$ cat config.mk
export PLATFORM = sky130hd
export DESIGN_NAME = morse_keyer_flat
export DESIGN_NICKNAME = d
export VERILOG_FILES = /design/src/rtl/mk_pkg.sv /design/src/rtl/mk_char_if.sv /design/src/rtl/mk_seg_if.sv /design/src/rtl/mk_front.sv /design/src/rtl/mk_queue.sv /design/src/rtl/mk_back.sv /design/src/rtl/morse_keyer.sv /design/src/flat_wrapper.sv
export SDC_FILE = /design/constraint.sdc
export NUM_CORES = 1
export LEC_CHECK = 0
export BUFFER_PORTS_ARGS = -buffer_cell sky130_fd_sc_hd__buf_2
export CAP_MARGIN = 15
export CORE_MARGIN = 3
export CORE_UTILIZATION = 55
export DETAILED_ROUTE_END_ITERATION = 10
export PLACE_DENSITY = 0.75
export SYNTH_ARGS = -nofsm -noshare
export SYNTH_HDL_FRONTEND = slang
export SYNTH_SLANG_ARGS = --single-unit
$ cat constraint.sdc
create_clock -name clk -period 4.3 [get_ports clk]
set_clock_uncertainty 0.1 [all_clocks]
set_input_delay 0.43 -clock clk [delete_from_list [all_inputs] [get_ports clk]]
set_output_delay 0.43 -clock clk [all_outputs]
set_load 0.01 [all_outputs]
$ cat src/rtl/mk_pkg.sv
// Package for the Morse keyer: shared types, constants and the character table lookup.
// Used by every file under rtl; it depends on nothing else.

package mk_pkg;

  localparam int unsigned DOT_W       = 24;
  localparam int unsigned DUR_W       = 27;
  localparam int unsigned CHAR_W      = 8;
  localparam int unsigned CNT_W       = 3;
  localparam int unsigned PAT_W       = 5;
  localparam int unsigned QUEUE_DEPTH = 2;

  localparam logic [DOT_W-1:0] DOT_LENGTH_RESET = 24'd200000;

  localparam logic [CHAR_W-1:0] CH_SPACE   = 8'h20;
  localparam logic [CHAR_W-1:0] CH_UPPER_A = 8'h41;
  localparam logic [CHAR_W-1:0] CH_UPPER_Z = 8'h5A;
  localparam logic [CHAR_W-1:0] CH_LOWER_A = 8'h61;
  localparam logic [CHAR_W-1:0] CH_LOWER_Z = 8'h7A;
  localparam logic [CHAR_W-1:0] CH_ZERO    = 8'h30;
  localparam logic [CHAR_W-1:0] CH_NINE    = 8'h39;
  localparam logic [CHAR_W-1:0] CASE_FOLD  = 8'h20;

  // Segment length in dot units.
  typedef enum logic [1:0] {
    UNITS_ONE,
    UNITS_THREE,
    UNITS_SEVEN
  } units_t;

  typedef enum logic [1:0] {
    BK_IDLE,
    BK_ON,
    BK_OFF
  } back_state_t;

  // One classified character: a word space, or a symbol count and pattern
  // with the first symbol in the most significant used bit (1 = dash).
  typedef struct packed {
    logic             space;
    logic [CNT_W-1:0] count;
    logic [PAT_W-1:0] pattern;
  } sym_entry_t;

  typedef struct packed {
    logic       keep;
    sym_entry_t entry;
  } class_t;

  localparam logic [7:0] ALPHA_TAB [0:25] = '{
    {3'd2, 5'd1},  {3'd4, 5'd8},  {3'd4, 5'd10}, {3'd3, 5'd4},  {3'd1, 5'd0},
    {3'd4, 5'd2},  {3'd3, 5'd6},  {3'd4, 5'd0},  {3'd2, 5'd0},  {3'd4, 5'd7},
    {3'd3, 5'd5},  {3'd4, 5'd4},  {3'd2, 5'd3},  {3'd2, 5'd2},  {3'd3, 5'd7},
    {3'd4, 5'd6},  {3'd4, 5'd13}, {3'd3, 5'd2},  {3'd3, 5'd0},  {3'd1, 5'd1},
    {3'd3, 5'd1},  {3'd4, 5'd1},  {3'd3, 5'd3},  {3'd4, 5'd9},  {3'd4, 5'd11},
    {3'd4, 5'd12}
  };

  localparam logic [7:0] DIGIT_TAB [0:9] = '{
    {3'd5, 5'd31}, {3'd5, 5'd15}, {3'd5, 5'd7},  {3'd5, 5'd3},  {3'd5, 5'd1},
    {3'd5, 5'd0},  {3'd5, 5'd16}, {3'd5, 5'd24}, {3'd5, 5'd28}, {3'd5, 5'd30}
  };

  function automatic class_t classify(input logic [CHAR_W-1:0] code);
    class_t           res;
    logic [CHAR_W-1:0] c;
    logic [CHAR_W-1:0] ofs;
    logic [7:0]        e;
    res = '0;
    c   = code;
    e   = '0;
    ofs = '0;
    if (c >= CH_LOWER_A && c <= CH_LOWER_Z) begin
      c = c - CASE_FOLD;
    end
    if (code == CH_SPACE) begin
      res.keep        = 1'b1;
      res.entry.space = 1'b1;
    end else if (c >= CH_UPPER_A && c <= CH_UPPER_Z) begin
      ofs = c - CH_UPPER_A;
      e   = ALPHA_TAB[ofs[4:0]];
      res.keep = 1'b1;
    end else if (c >= CH_ZERO && c <= CH_NINE) begin
      ofs = c - CH_ZERO;
      e   = DIGIT_TAB[ofs[3:0]];
      res.keep = 1'b1;
    end
    res.entry.count   = e[7:5];
    res.entry.pattern = e[4:0];
    return res;
  endfunction

endpackage

$ cat src/rtl/mk_char_if.sv
// Input channel of the Morse keyer: one character code per beat.
// Depends on mk_pkg for the field width.

interface mk_char_if;
  logic                      valid;
  logic                      ready;
  logic [mk_pkg::CHAR_W-1:0] char_code;

  modport source (output valid, output char_code, input ready);
  modport sink (input valid, input char_code, output ready);
endinterface

$ cat src/rtl/mk_seg_if.sv
// Output channel of the Morse keyer: one LED segment per beat.
// Depends on mk_pkg for the duration width.

interface mk_seg_if;
  logic                     valid;
  logic                     ready;
  logic                     led_level;
  logic [mk_pkg::DUR_W-1:0] duration;
  logic                     last;

  modport source (output valid, output led_level, output duration, output last, input ready);
  modport sink (input valid, input led_level, input duration, input last, output ready);
endinterface

$ cat src/rtl/mk_front.sv
// Front end of the Morse keyer: accepts characters, folds case, looks up the table.
// Unsupported characters are taken and dropped. Depends on mk_pkg and mk_char_if.

module mk_front (
  mk_char_if.sink             char_in,
  input  logic                q_full,
  output logic                q_push,
  output mk_pkg::sym_entry_t  q_data
);

  mk_pkg::class_t cls;

  always_comb begin
    cls = mk_pkg::classify(char_in.char_code);
  end

  assign char_in.ready = !q_full;
  assign q_push        = char_in.valid && !q_full && cls.keep;
  assign q_data        = cls.entry;

endmodule

$ cat src/rtl/mk_queue.sv
// Short queue of classified characters between the front end and the sequencer.
// Depends on mk_pkg for the entry type.

module mk_queue #(
  parameter int unsigned Depth = mk_pkg::QUEUE_DEPTH
) (
  input  logic               clk,
  input  logic               rst,
  input  logic               push,
  input  mk_pkg::sym_entry_t push_data,
  input  logic               pop,
  output logic               full,
  output logic               not_empty,
  output mk_pkg::sym_entry_t head
);

  localparam int unsigned PtrW = (Depth > 1) ? $clog2(Depth) : 1;
  localparam int unsigned CntW = $clog2(Depth + 1);
  localparam logic [PtrW-1:0] LastPtr = PtrW'(Depth - 1);
  localparam logic [CntW-1:0] FullCnt = CntW'(Depth);

  mk_pkg::sym_entry_t slots [Depth];
  logic [PtrW-1:0]    wr_ptr;
  logic [PtrW-1:0]    rd_ptr;
  logic [CntW-1:0]    count;

  assign full      = (count == FullCnt);
  assign not_empty = (count != '0);
  assign head      = slots[rd_ptr];

  always_ff @(posedge clk) begin
    if (push) begin
      slots[wr_ptr] <= push_data;
    end
  end

  always_ff @(posedge clk) begin
    if (rst) begin
      wr_ptr <= '0;
      rd_ptr <= '0;
      count  <= '0;
    end else begin
      if (push) begin
        wr_ptr <= (wr_ptr == LastPtr) ? '0 : wr_ptr + 1'b1;
      end
      if (pop) begin
        rd_ptr <= (rd_ptr == LastPtr) ? '0 : rd_ptr + 1'b1;
      end
      if (push && !pop) begin
        count <= count + 1'b1;
      end else if (pop && !push) begin
        count <= count - 1'b1;
      end
    end
  end

endmodule

$ cat src/rtl/mk_back.sv
// Segment sequencer of the Morse keyer: walks the symbols of one character and
// drives the output register. Depends on mk_pkg and mk_seg_if.

module mk_back (
  input  logic                      clk,
  input  logic                      rst,
  input  logic [mk_pkg::DOT_W-1:0]  dot_length,
  input  logic                      q_not_empty,
  input  mk_pkg::sym_entry_t        q_head,
  output logic                      q_pop,
  mk_seg_if.source                  seg_out
);

  mk_pkg::back_state_t      state;
  mk_pkg::back_state_t      state_next;
  logic [mk_pkg::CNT_W-1:0] cur_count;
  logic [mk_pkg::PAT_W-1:0] cur_pattern;
  logic [mk_pkg::CNT_W-1:0] idx;

  logic                     out_valid;
  logic                     out_level;
  logic [mk_pkg::DUR_W-1:0] out_duration;
  logic                     out_last;

  logic                     advance;
  logic                     emit;
  logic                     capture;
  logic                     seg_level;
  logic                     seg_last;
  mk_pkg::units_t           seg_units;
  logic                     final_sym;
  logic [mk_pkg::CNT_W-1:0] pos;
  logic [mk_pkg::DUR_W-1:0] dur_one;
  logic [mk_pkg::DUR_W-1:0] dur_three;
  logic [mk_pkg::DUR_W-1:0] dur_seven;
  logic [mk_pkg::DUR_W-1:0] seg_duration;

  assign advance   = !out_valid || seg_out.ready;
  assign final_sym = (idx + 1'b1 == cur_count);

  assign dur_one   = mk_pkg::DUR_W'(dot_length);
  assign dur_three = (dur_one << 1) + dur_one;
  assign dur_seven = (dur_one << 3) - dur_one;

  always_comb begin
    state_next = state;
    case (state)
      mk_pkg::BK_IDLE: begin
        if (advance && q_not_empty && !q_head.space) begin
          state_next = mk_pkg::BK_OFF;
        end
      end
      mk_pkg::BK_ON: begin
        if (advance) begin
          state_next = mk_pkg::BK_OFF;
        end
      end
      mk_pkg::BK_OFF: begin
        if (advance) begin
          state_next = final_sym ? mk_pkg::BK_IDLE : mk_pkg::BK_ON;
        end
      end
      default: state_next = mk_pkg::BK_IDLE;
    endcase
  end

  // In IDLE the first on-segment comes straight from the queue head, so a
  // character gives two segments per symbol and a space gives one.
  always_comb begin
    q_pop     = 1'b0;
    emit      = 1'b0;
    capture   = 1'b0;
    seg_level = 1'b0;
    seg_last  = 1'b0;
    seg_units = mk_pkg::UNITS_ONE;
    pos       = '0;
    case (state)
      mk_pkg::BK_IDLE: begin
        if (advance && q_not_empty) begin
          q_pop = 1'b1;
          emit  = 1'b1;
          if (q_head.space) begin
            seg_units = mk_pkg::UNITS_SEVEN;
            seg_last  = 1'b1;
          end else begin
            capture   = 1'b1;
            seg_level = 1'b1;
            pos       = q_head.count - 1'b1;
            seg_units = q_head.pattern[pos] ? mk_pkg::UNITS_THREE : mk_pkg::UNITS_ONE;
          end
        end
      end
      mk_pkg::BK_ON: begin
        emit      = advance;
        seg_level = 1'b1;
        pos       = cur_count - 1'b1 - idx;
        seg_units = cur_pattern[pos] ? mk_pkg::UNITS_THREE : mk_pkg::UNITS_ONE;
      end
      mk_pkg::BK_OFF: begin
        emit      = advance;
        seg_last  = final_sym;
        seg_units = final_sym ? mk_pkg::UNITS_THREE : mk_pkg::UNITS_ONE;
      end
      default: begin
        emit = 1'b0;
      end
    endcase
  end

  always_comb begin
    case (seg_units)
      mk_pkg::UNITS_ONE:   seg_duration = dur_one;
      mk_pkg::UNITS_THREE: seg_duration = dur_three;
      mk_pkg::UNITS_SEVEN: seg_duration = dur_seven;
      default:             seg_duration = dur_one;
    endcase
  end

  always_ff @(posedge clk) begin
    if (rst) begin
      state     <= mk_pkg::BK_IDLE;
      out_valid <= 1'b0;
      idx       <= '0;
    end else begin
      state <= state_next;
      if (advance) begin
        out_valid <= emit;
      end
      if (capture) begin
        idx <= '0;
      end else if (state == mk_pkg::BK_OFF && advance) begin
        idx <= idx + 1'b1;
      end
    end
  end

  always_ff @(posedge clk) begin
    if (capture) begin
      cur_count   <= q_head.count;
      cur_pattern <= q_head.pattern;
    end
    if (advance && emit) begin
      out_level    <= seg_level;
      out_duration <= seg_duration;
      out_last     <= seg_last;
    end
  end

  assign seg_out.valid     = out_valid;
  assign seg_out.led_level = out_level;
  assign seg_out.duration  = out_duration;
  assign seg_out.last      = out_last;

endmodule

$ cat src/rtl/morse_keyer.sv
// Top level of the Morse keyer: dot length register, front end, queue and sequencer.
// Depends on mk_pkg, mk_char_if, mk_seg_if, mk_front, mk_queue and mk_back.
//
// Usage:
//   char_in carries one ASCII byte per beat. Letters (either case) and digits
//   become Morse segments; a space becomes one seven-unit off segment; any other
//   byte is accepted and produces nothing.
//   seg_out carries one segment per beat: led_level, duration in ticks and last,
//   which marks the final segment of a character.
//   cfg_we/cfg_data write the dot length in ticks; write only while idle.
// Timing:
//   A character enters the queue in the cycle it is accepted; when the sequencer is
//   idle and the output register can advance, it pops the character and registers
//   its first segment, which is then on seg_out.
//   The sequencer emits one segment per cycle while seg_out is not stalled, so a
//   character with n symbols gives 2n segments (at most 10 for digits) and a space one.
//   The queue holds QueueDepth characters, so the input keeps taking bytes while
//   a character is being played out.
// Reset and stall:
//   rst clears the queue, the sequencer and the output valid, and sets the dot
//   length to 200000 ticks. While seg_out is stalled the output register holds,
//   the sequencer waits, and char_in.ready drops once the queue is full.

module morse_keyer #(
  parameter int unsigned QueueDepth = mk_pkg::QUEUE_DEPTH
) (
  input  logic                     clk,
  input  logic                     rst,
  mk_char_if.sink                  char_in,
  mk_seg_if.source                 seg_out,
  input  logic                     cfg_we,
  input  logic [mk_pkg::DOT_W-1:0] cfg_data
);

  logic [mk_pkg::DOT_W-1:0] dot_length;
  logic                     q_push;
  logic                     q_pop;
  logic                     q_full;
  logic                     q_not_empty;
  mk_pkg::sym_entry_t       q_in;
  mk_pkg::sym_entry_t       q_head;

  always_ff @(posedge clk) begin
    if (rst) begin
      dot_length <= mk_pkg::DOT_LENGTH_RESET;
    end else if (cfg_we) begin
      dot_length <= cfg_data;
    end
  end

  mk_front u_front (
    .char_in (char_in),
    .q_full  (q_full),
    .q_push  (q_push),
    .q_data  (q_in)
  );

  mk_queue #(
    .Depth (QueueDepth)
  ) u_queue (
    .clk       (clk),
    .rst       (rst),
    .push      (q_push),
    .push_data (q_in),
    .pop       (q_pop),
    .full      (q_full),
    .not_empty (q_not_empty),
    .head      (q_head)
  );

  mk_back u_back (
    .clk         (clk),
    .rst         (rst),
    .dot_length  (dot_length),
    .q_not_empty (q_not_empty),
    .q_head      (q_head),
    .q_pop       (q_pop),
    .seg_out     (seg_out)
  );

endmodule

$ cat src/flat_wrapper.sv
// flat-port wrapper written by rule: the top's interface ports become plain ports
module morse_keyer_flat 
#(
  parameter int unsigned QueueDepth = mk_pkg::QUEUE_DEPTH
)
  (clk, rst, cfg_we, cfg_data, char_in_valid, char_in_char_code, char_in_ready, seg_out_valid, seg_out_led_level, seg_out_duration, seg_out_last, seg_out_ready);
  mk_char_if char_in_i ();
  mk_seg_if seg_out_i ();
  input  logic clk;
  input  logic rst;
  input  logic cfg_we;
  input  logic [mk_pkg::DOT_W-1:0] cfg_data;
  input wire logic [$bits(char_in_i.valid)-1:0] char_in_valid;
  input wire logic [$bits(char_in_i.char_code)-1:0] char_in_char_code;
  output wire logic [$bits(char_in_i.ready)-1:0] char_in_ready;
  output wire logic [$bits(seg_out_i.valid)-1:0] seg_out_valid;
  output wire logic [$bits(seg_out_i.led_level)-1:0] seg_out_led_level;
  output wire logic [$bits(seg_out_i.duration)-1:0] seg_out_duration;
  output wire logic [$bits(seg_out_i.last)-1:0] seg_out_last;
  input wire logic [$bits(seg_out_i.ready)-1:0] seg_out_ready;
  assign char_in_i.valid = char_in_valid;
  assign char_in_i.char_code = char_in_char_code;
  assign char_in_ready = char_in_i.ready;
  assign seg_out_valid = seg_out_i.valid;
  assign seg_out_led_level = seg_out_i.led_level;
  assign seg_out_duration = seg_out_i.duration;
  assign seg_out_last = seg_out_i.last;
  assign seg_out_i.ready = seg_out_ready;
  morse_keyer #(.QueueDepth(QueueDepth)) u_core (.clk(clk), .rst(rst), .char_in(char_in_i), .seg_out(seg_out_i), .cfg_we(cfg_we), .cfg_data(cfg_data));
endmodule
# Word level (Yosys, flattened, before mapping)
# Memory sizes are Yosys's and may differ from the RTL's. A register that Yosys moved wholly into a read port is not among the register bits.
# Cells that the tools add are included.
# W data, S select, Z words.
# totals
out_inout_bits	31
mem_count	3
regBits	71
romBits	384
ramBits	18
# classes
reduce_logical	23
bitwise_logic	2
mux	46
eq_ne	10
order_cmp	10
addsub	13
# memory_table
memory	words	word_bits	rd	rd_ports_with_merged_regs	write_ports	line	source
(no name shown)	32	8	1	0	0	mk_pkg.sv:81	e = ALPHA_TAB[ofs[4:0]];
(no name shown)	16	8	1	0	0	mk_pkg.sv:85	e = DIGIT_TAB[ofs[3:0]];
u_core.u_queue.slots	2	9	1	1	1	mk_queue.sv:22	mk_pkg::sym_entry_t slots [Depth];
# ops
op	n
$mux W8	8
$pmux W27 S2	1
$sub A27 B24 Y27	1
$add A25 B24 Y26	1
$mux W1	23
$ge A8 B7 Y1 const B	2
$le A8 B7 Y1 const B	2
$mux W2	7
$pmux W2 S3	2
$logic_and A1 B1 Y1	11
$eq A8 B6 Y1 const B	1
$ge A8 B6 Y1 const B	1
$le A8 B6 Y1 const B	1
$lt A3 B4 Y1 const B	2
$sub A8 B6 Y8 const B	1
$bmux W1 S3	2
$eq A2 B2 Y1 const B	3
$ge A6 B6 Y1 const B	1
$ne A2 B2 Y1 const B	3
$not A5 Y6	1
$pmux W1 S2	3
$sub A3 B1 Y3 const B	2
$ge A5 B5 Y1 const B	1
$logic_not A1 Y1	5
other kinds (15)	19

# Depth between registers and ports, before layout
# Gate-level depths: netlist of the first run.
# logic_depth
depth_word	13
ltp_mapped	14
ltp_nobuf	13

# By module
# Synthesis of the first run repeated with hierarchy kept, for this count alone.
# unflattened
cells_unflattened	769
area_unflattened_um2	7110.6
# by_module_without_submodules
mod	area_each_um2	n_inst	seq_area_each_um2	cells_each
mk_back	4405.5	1	1231.2	495
mk_front	972.2	1	0.0	147
morse_keyer	875.8	1	480.5	77
mk_queue	857.1	1	640.6	50

# Least setup slack after synthesis of the first run
# OpenSTA, ideal clock, no wires.
# synth_timing
path_kind	reg2reg
start	reg with a tool-made name
end	reg u_core.u_back.out_duration (netlist bit u_core.u_back.seg_out.duration[22]), data pin
setup_slack_ns	1.186
path_buffers	3
period_less_slack_ns	3.114
setup_ns	0.152
required_ns	4.048
path_stages_with_launch	12
t_arrival_ns	2.861
path_cell_list	dfxtp_1 -> clkbuf_1 -> mux2i_1 -> and3_1 -> clkbuf_1 -> o211ai_1 -> a31o_2 -> ha_1 -> buf_6 -> nand2b_1 -> o31a_1 -> o21ai_0
# synth_rtl
element	line	source
end signal, assigned	mk_back.sv:144	out_duration <= seg_duration;
end, declared	mk_back.sv:22	logic [mk_pkg::DUR_W-1:0] out_duration;

==> results of run 1 <==
worst max path at each step:
stage                               from                                  to  slack [ns]
detailed placement                  flop  u_core.u_back.seg_out.duration[15]        0.74
global route                        flop  u_core.u_back.seg_out.duration[18]        0.36
floorplan                           flop  u_core.u_back.seg_out.duration[22]        1.19
finish                              flop  u_core.u_back.seg_out.duration[15]        0.73
CTS                                 flop  u_core.u_back.seg_out.duration[15]        0.70
global placement    u_core.u_back.idx[0]  u_core.u_back.seg_out.duration[22]        0.92
power by group through the flow:
| stage | logic [mW] | clock network (mW) | registers, mW |
|---|---|---|---|
| detailed placement | 1.47 | 0 | 1.35 |
| floorplan | 1.05 | 0 | 1.42 |
| global route | 1.65 | 0.775 | 1.36 |
| finish | 1.49 | 0.729 | 1.33 |
| global placement | 1.43 | 0 | 1.34 |
| CTS | 1.49 | 0.746 | 1.33 |
critical path, cell delays in order (launching register included):
cell and delay [ns]:
dfxtp_1 0.58, mux2i_1 0.38, and3_1 0.54, o211ai_1 0.18, a31o_2 0.32, inv_1 0.07, ha_1 0.57, nand2b_1 0.35
o221ai_1 0.31
area by class of cell:
type	instances	share of cell area [%]
sequential	90	31.37
clock inverter	6	0.5840
tap	168	2.803
timing repair buffer	70	4.772
clock buffer	10	3.054
multi-input combinational	579	55.11
inverter	46	2.303
registers in the layout (all words and copies together) (netlist names), named ones only:
register and count:
u_core.u_back.seg_out.duration 27, u_core.dot_length 24, u_core.u_queue.slots 18, u_core.u_back.cur_pattern 5
u_core.u_back.cur_count 3, u_core.u_back.idx 3, u_core.u_back.state 2, u_core.u_queue.count 2
u_core.u_back.seg_out.last 1, u_core.u_back.seg_out.led_level 1, u_core.u_back.seg_out.valid 1, u_core.u_queue.rd_ptr 1
u_core.u_queue.wr_ptr 1
stage by stage:
| step | instances | area, um2 |
|---|---|---|
| after floorplan | 745 | 6823 |
| after global placement | 953 | 7226 |
| after detailed placement | 953 | 7226 |
| after CTS | 969 | 7498 |
| after global routing | 969 | 7498 |
| final | 969 | 7498 |
layer usage:
metal	vias up	GRT usage [%]	part of all wire [%]	wire, um
met1	2665	31.02	43	7027
met4	0	8.284	1.7	282
met3	21	3.375	6.7	1090
li1	2842	-	-	-
met5	-	0	0	0
met2	208	40.21	49	7911
cell families after synthesis:
family / Yosys count / share of synthesized area (%)
compound gates: 219 / 21.16
simple gates: 202 / 13.79
flops: 90 / 34.48
buf+inv: 76 / 4.988
fa+ha+maj: 73 / 13.61
xor+xnor: 53 / 6.804
mux: 32 / 5.171
cells in the final DEF, fill, tap and decap left out, types with 29 or more instances in the layout:
| cell type | instances |
|---|---|
| xnor2_1 | 29 |
| inv_1 | 46 |
| o21ai_0 | 41 |
| buf_2 | 67 |
| a21oi_1 | 68 |
| nand2_1 | 59 |
| ha_1 | 71 |
| nor2_1 | 59 |
| dfxtp_1 | 35 |
| edfxtp_1 | 55 |
==> metrics.txt, run 1 <==
I/O Pins around 70; Area contributors post-synth edfxtp_1 24%, ha_1 13%, dfxtp_1 10%; syn nets 855; clock period minus worst slack 3.572 ns; DRT iter0 DRCs around 350; post-synth cell types 67; total power draw 3.553 mW; first-pass GRT wire length between 20000 and 30000 um; Site Rows 40; Setup Crit Path Kind reg -> reg; final setup fails 0; first-pass detailed-route iteration total 5; final count of hold timing violations 0; flops & latches, synth 90; IO buf count between 60 and 70; total track usage 23.67%; vias in the first global route 5682; RSZ-0062 raised after global routing false; Synth Flop Type edfxtp_1; synth warn 0; f_max between 200 and 300 MHz; antenna violations before repair 0; Die Y-Extent ~120 um; antenna-violating nets left 0; crit path launch type flop; Seq/Total Area, Yosys about 34%; Post-CTS Setup Inserts 0; VDD IR max between 0.0002 and 0.00025 V; cell count after synthesis between 700 and 800; post-cts sizing count 0; area of the multi-input gates about 0.0041 mm2; final hold slack roughly 0.2 ns; Syn Area/Cell 9.158 um2; Hold Path End u_core.dot_length[17]; H-tree levels 3; clock network fraction of design power 20.5%; post-route clock period utilization between 80% and 90%; Psw between 1 and 1.5 mW; worst hold path class in -> reg; TNS Setup 0 ns; sequential cell area 0.002352 mm2; fill count between 1000 and 1500; die area ~0.014 mm2; Worst R2R Path Depth 8; crit end category flop; CP Data Required Time 4.37 ns; CTS tree built; layout cells sized above 1 about an eighth; Synth area leader edfxtp_1; post-synth top area share between 20% and 30%; DRC 0; grt total ovfl 0; final slew viol count 0; crit-path max FO 18; Slew HR ~45%; Initial Util between 50% and 60%; R2R Setup Slk between 0.7 and 0.8 ns; P per Cell Area ~470 mW/mm2; Syn Std Cell Area slightly below 0.007 mm2; Max Cap Viol 0; worst hold start cfg_data[17]; Die Wd between 100 and 150 um; GP Congestion 0.9736; later-pin clock latency in the skew report 0.35 ns; worst-case clock buffer depth 2; core area 0.01206 mm2; Avg WL per Cell between 15 and 20 um; most common cell in the netlist ha_1; status finished, final reports clean; CTS Buf Count 9; Comb power frac 42.0%; switching share of power a little under two fifths; Syn-to-layout area delta 9.903%; Detailed Route WL 16310 um; fin util between 60% and 70%; Hold-fix buffers, CTS 0; Reg2Reg Capture Point u_core.u_back.seg_out.duration[15]; EDFF count, synth 55; Clock transition at path regs 0.06 ns; TritonCTS sink count 90; Ant. Diodes 0; DPL Wire Length 12560 um; sequential share of power between 30% and 40%; Async SR Flop Fraction 0%; static leakage roughly 3.2 nW; dpl ws approximately 0.74 ns; Vias 5736; Final #Nets 906; largest net degree at the start of global routing 34; hold path cells 3; vias per cell around 6; Worst-Margin Slew about 0.81 ns; clk root buf clkbuf_16; Critical Path AT roughly 3.6 ns; setup ws final slightly above 0.7 ns; P_int 2.214 mW; commonest cells in the synthesized netlist 71 x ha_1, 68 x a21oi_1, 59 x nand2_1, 59 x nor2_1, 55 x edfxtp_1
Power figures use the tool's default switching activity.
==> run 2: changes to the inputs <==
- ABC_AREA: unset -> 1
- PLACE_DENSITY: 0.75 -> 0.74
- clock period: 4.3 -> 3.7 ns (I/O delays scaled with it)
==> run 2 against run 1 <==
Against the previous run:
- via count increased by 37%
- largest power group unchanged
- sequential share of layout area decreased by 3.9 points
- clock power rose by 22%
==> metrics.txt, run 2 <==
dpl cells ~1400; GP Congestion 1.014; TritonCTS sink count 90; Syn Area/Cell roughly 7 um2; vias per cell 5.708; total power draw about 4.8 mW; TNS Setup 0 ns; delay-heaviest family, CP adder cells; Seq/Total Area, Yosys a little over 30%; max reg flops 27; Slew HR 55.58%; Worst-Margin Slew 0.6655 ns; grt total ovfl 0; crit-path max FO 23; layout cells sized above 1 roughly a tenth; clk root buf clkbuf_16; clock period minus worst slack 3.336 ns; Post-CTS Setup Inserts 0; Worst Setup SP u_core.u_back.idx[0]; Synth Area in Compound Gates a little under 20%; final setup fails 0; status finished, final reports clean; cell count after synthesis between 1000 and 1500; Non-Filler Cell Area, Final 0.008549 mm2; DPL Wire Length 17830 um; Site Rows 42; crit path to u_core.u_back.seg_out.duration[12]; adder and majority cell fraction of the synthesized area approximately an eighth; Post-Synth XOR/XNOR Area 0.9076%; Clock transition at path regs ~0.070 ns; worst hold path class in -> reg; final count of hold timing violations 0; R2R Setup Slk ~0.36 ns; CP dominant cell by count inv_1; die area 0.01549 mm2; Synth Area in Simple Gates ~28%; worst-case clock buffer depth 2; DRC 0; RSZ-0062 raised after global routing false; first-pass detailed-route iteration total 6; H-tree levels 3; P per Cell Area between 500 and 600 mW/mm2; antenna violations before repair 0; post-synth top area share between 20% and 30%; syn nets 1240; post-route clock period utilization 90.16%; Synth Flop Type edfxtp_1; hold path cells 3; EDFF count, synth between 50 and 60; Critical Path AT around 3.3 ns; static leakage around 4.0 nW; Setup Crit Path Kind reg -> reg; later-pin clock latency in the skew report 0.35 ns; f_max roughly 300 MHz; met2 WL a little over 9000 um; largest net degree at the start of global routing 37; Worst R2R Path Depth 17; flops & latches, synth 90; VDD IR max between 0.0002 and 0.0003 V; first-pass GRT wire length between 30000 and 40000 um; Reg2Reg Capture Point u_core.u_back.seg_out.duration[12]; met3 wire length about 2500 um; Critical R2R Launch u_core.u_back.idx[0]; largest family of logic cells by synthesized area simple AND/OR/NAND/NOR gates; Slowest cell on crit path fa_1; Worst path depth 17; Avg WL per Cell between 15 and 20 um; Die Wd 124.5 um; Crit path largest cell delay approximately 0.44 ns; DRT iter0 DRCs 711; Async SR Flop Fraction 0%; Finished Layout Cells roughly 1400; Synth area leader edfxtp_1; Vias about 8000; most common cell after layout, fill and taps aside nand2_1; crit end category flop; Ant. Diodes 0; commonest cells in the synthesized netlist 253 x nand2_1, 145 x inv_1, 132 x a21oi_1, 106 x o21ai_0, 99 x nor2_1; Final #Nets approximately 1300; I/O Pins approximately 70; Die Y-Extent 124.5 um; CTS Buf Count 9; antenna-violating nets left 0; total track usage 28.10%; vias in the first global route 6948; final slew viol count 0; IO buf count 67; synth warn 0; Syn-to-layout area delta 10.75%; CP Cell Sequence inv_1 > ha_1 > inv_1 > fa_1 > inv_1 > o21ai_0 > o22ai_1 > nand2_1 > o21ai_0 > a21oi_1 > a21oi_1 > inv_1 > ha_1 > clkinvlp_4 > buf_12 > nor2_1 > a31oi_1; Syn Std Cell Area 0.007720 mm2; crit path launch type flop; Max Cap Viol 0; fin util roughly 63%; Hold-fix buffers, CTS 0; CTS tree built; uppermost layer routed met4; Area contributors post-synth edfxtp_1 21%, nand2_1 12%, ha_1 12%; post-synthesis mux area share 0.5511%; most common cell in the netlist nand2_1; most frequent cells in the layout 253 x nand2_1, 145 x inv_1, 132 x a21oi_1, 106 x o21ai_0, 98 x nor2_1; post-place instance area between 0.008 and 0.009 mm2; post-synth cell types 47; Initial Util a little under three fifths; core area about 0.014 mm2; worst path bufs/invs 6; Detailed Route WL 22190 um; CP Data Required Time around 3.7 ns; M1 wire length ~10000 um
==> run 2: final cells by class <==
type	instances	area [um2]
multi-input cells	863	4693
clock buffers	11	242.7
inverters	158	596.8
repair buffers	75	407.9
well taps	176	220.2
flip-flops and latches	90	2352
fillers	1263	4956
clock inverters	5	36.28
==> run 2: how the worst min path moves through the flow <==
stage | from | endpoint | slack, ns
2_1_floorplan | u_core.u_back.idx[0] | u_core.u_back.idx[0] | 0.36
3_3_place_gp | u_core.u_back.idx[0] | u_core.u_back.idx[0] | 0.38
3_5_place_dp | u_core.u_back.idx[0] | u_core.u_back.idx[0] | 0.38
4_1_cts | cfg_data[17] | u_core.dot_length[17] | 0.15
5_1_grt | cfg_data[17] | u_core.dot_length[17] | 0.16
6_report | cfg_data[16] | u_core.dot_length[16] | 0.16
==> run 2: worst register-to-register path, delay by kind of cell, from the launching register on <==
family                   cells  cell delay [ns]
buffers and inverters        6             0.83
AND/OR/NAND/NOR              2             0.15
AO/OA/AOI/OAI                6             0.69
flip-flops                   1             0.35
adder cells (fa/ha/maj)      3             0.95
==> run 2: what timing repair did <==
item                       4_1_cts  5_1_grt
hold endpoints to repair         0        0
setup endpoints to repair        0        8
resized for setup                0        1
==> run 2: kinds of logic (layout without fill, tap and decap cells) <==
logic type	count (synthesis)	after routing
compound gates	285	285
mux	4	4
simple gates	493	493
xor+xnor	8	8
flops	90	90
buf+inv	177	249
fa+ha+maj	73	73
==> run 2: where the power goes <==
group / total, mW / internal, mW / switching (mW)
Sequential: 1.63 / 1.48 / 0.150
Clock: 0.890 / 0.478 / 0.411
Combinational: 2.31 / 0.768 / 1.54
==> run 2: metrics by stage <==
step	hold slack [ns]	setup slack, ns
2_1_floorplan	0.3618	0.6468
3_3_place_gp	0.3760	0.4846
4_1_cts	0.1484	0.3149
5_1_grt	0.1632	0.05744
6_report	0.1577	0.3641
3_5_place_dp	0.3822	0.3270
==> run 2: routing by layer <==
metal  vias up  global-route usage (%)
met2       369                   39.73
met3        33                   8.233
li1       3959                       -
met5         -                       0
met4         0                   8.124
met1      3504                   41.49
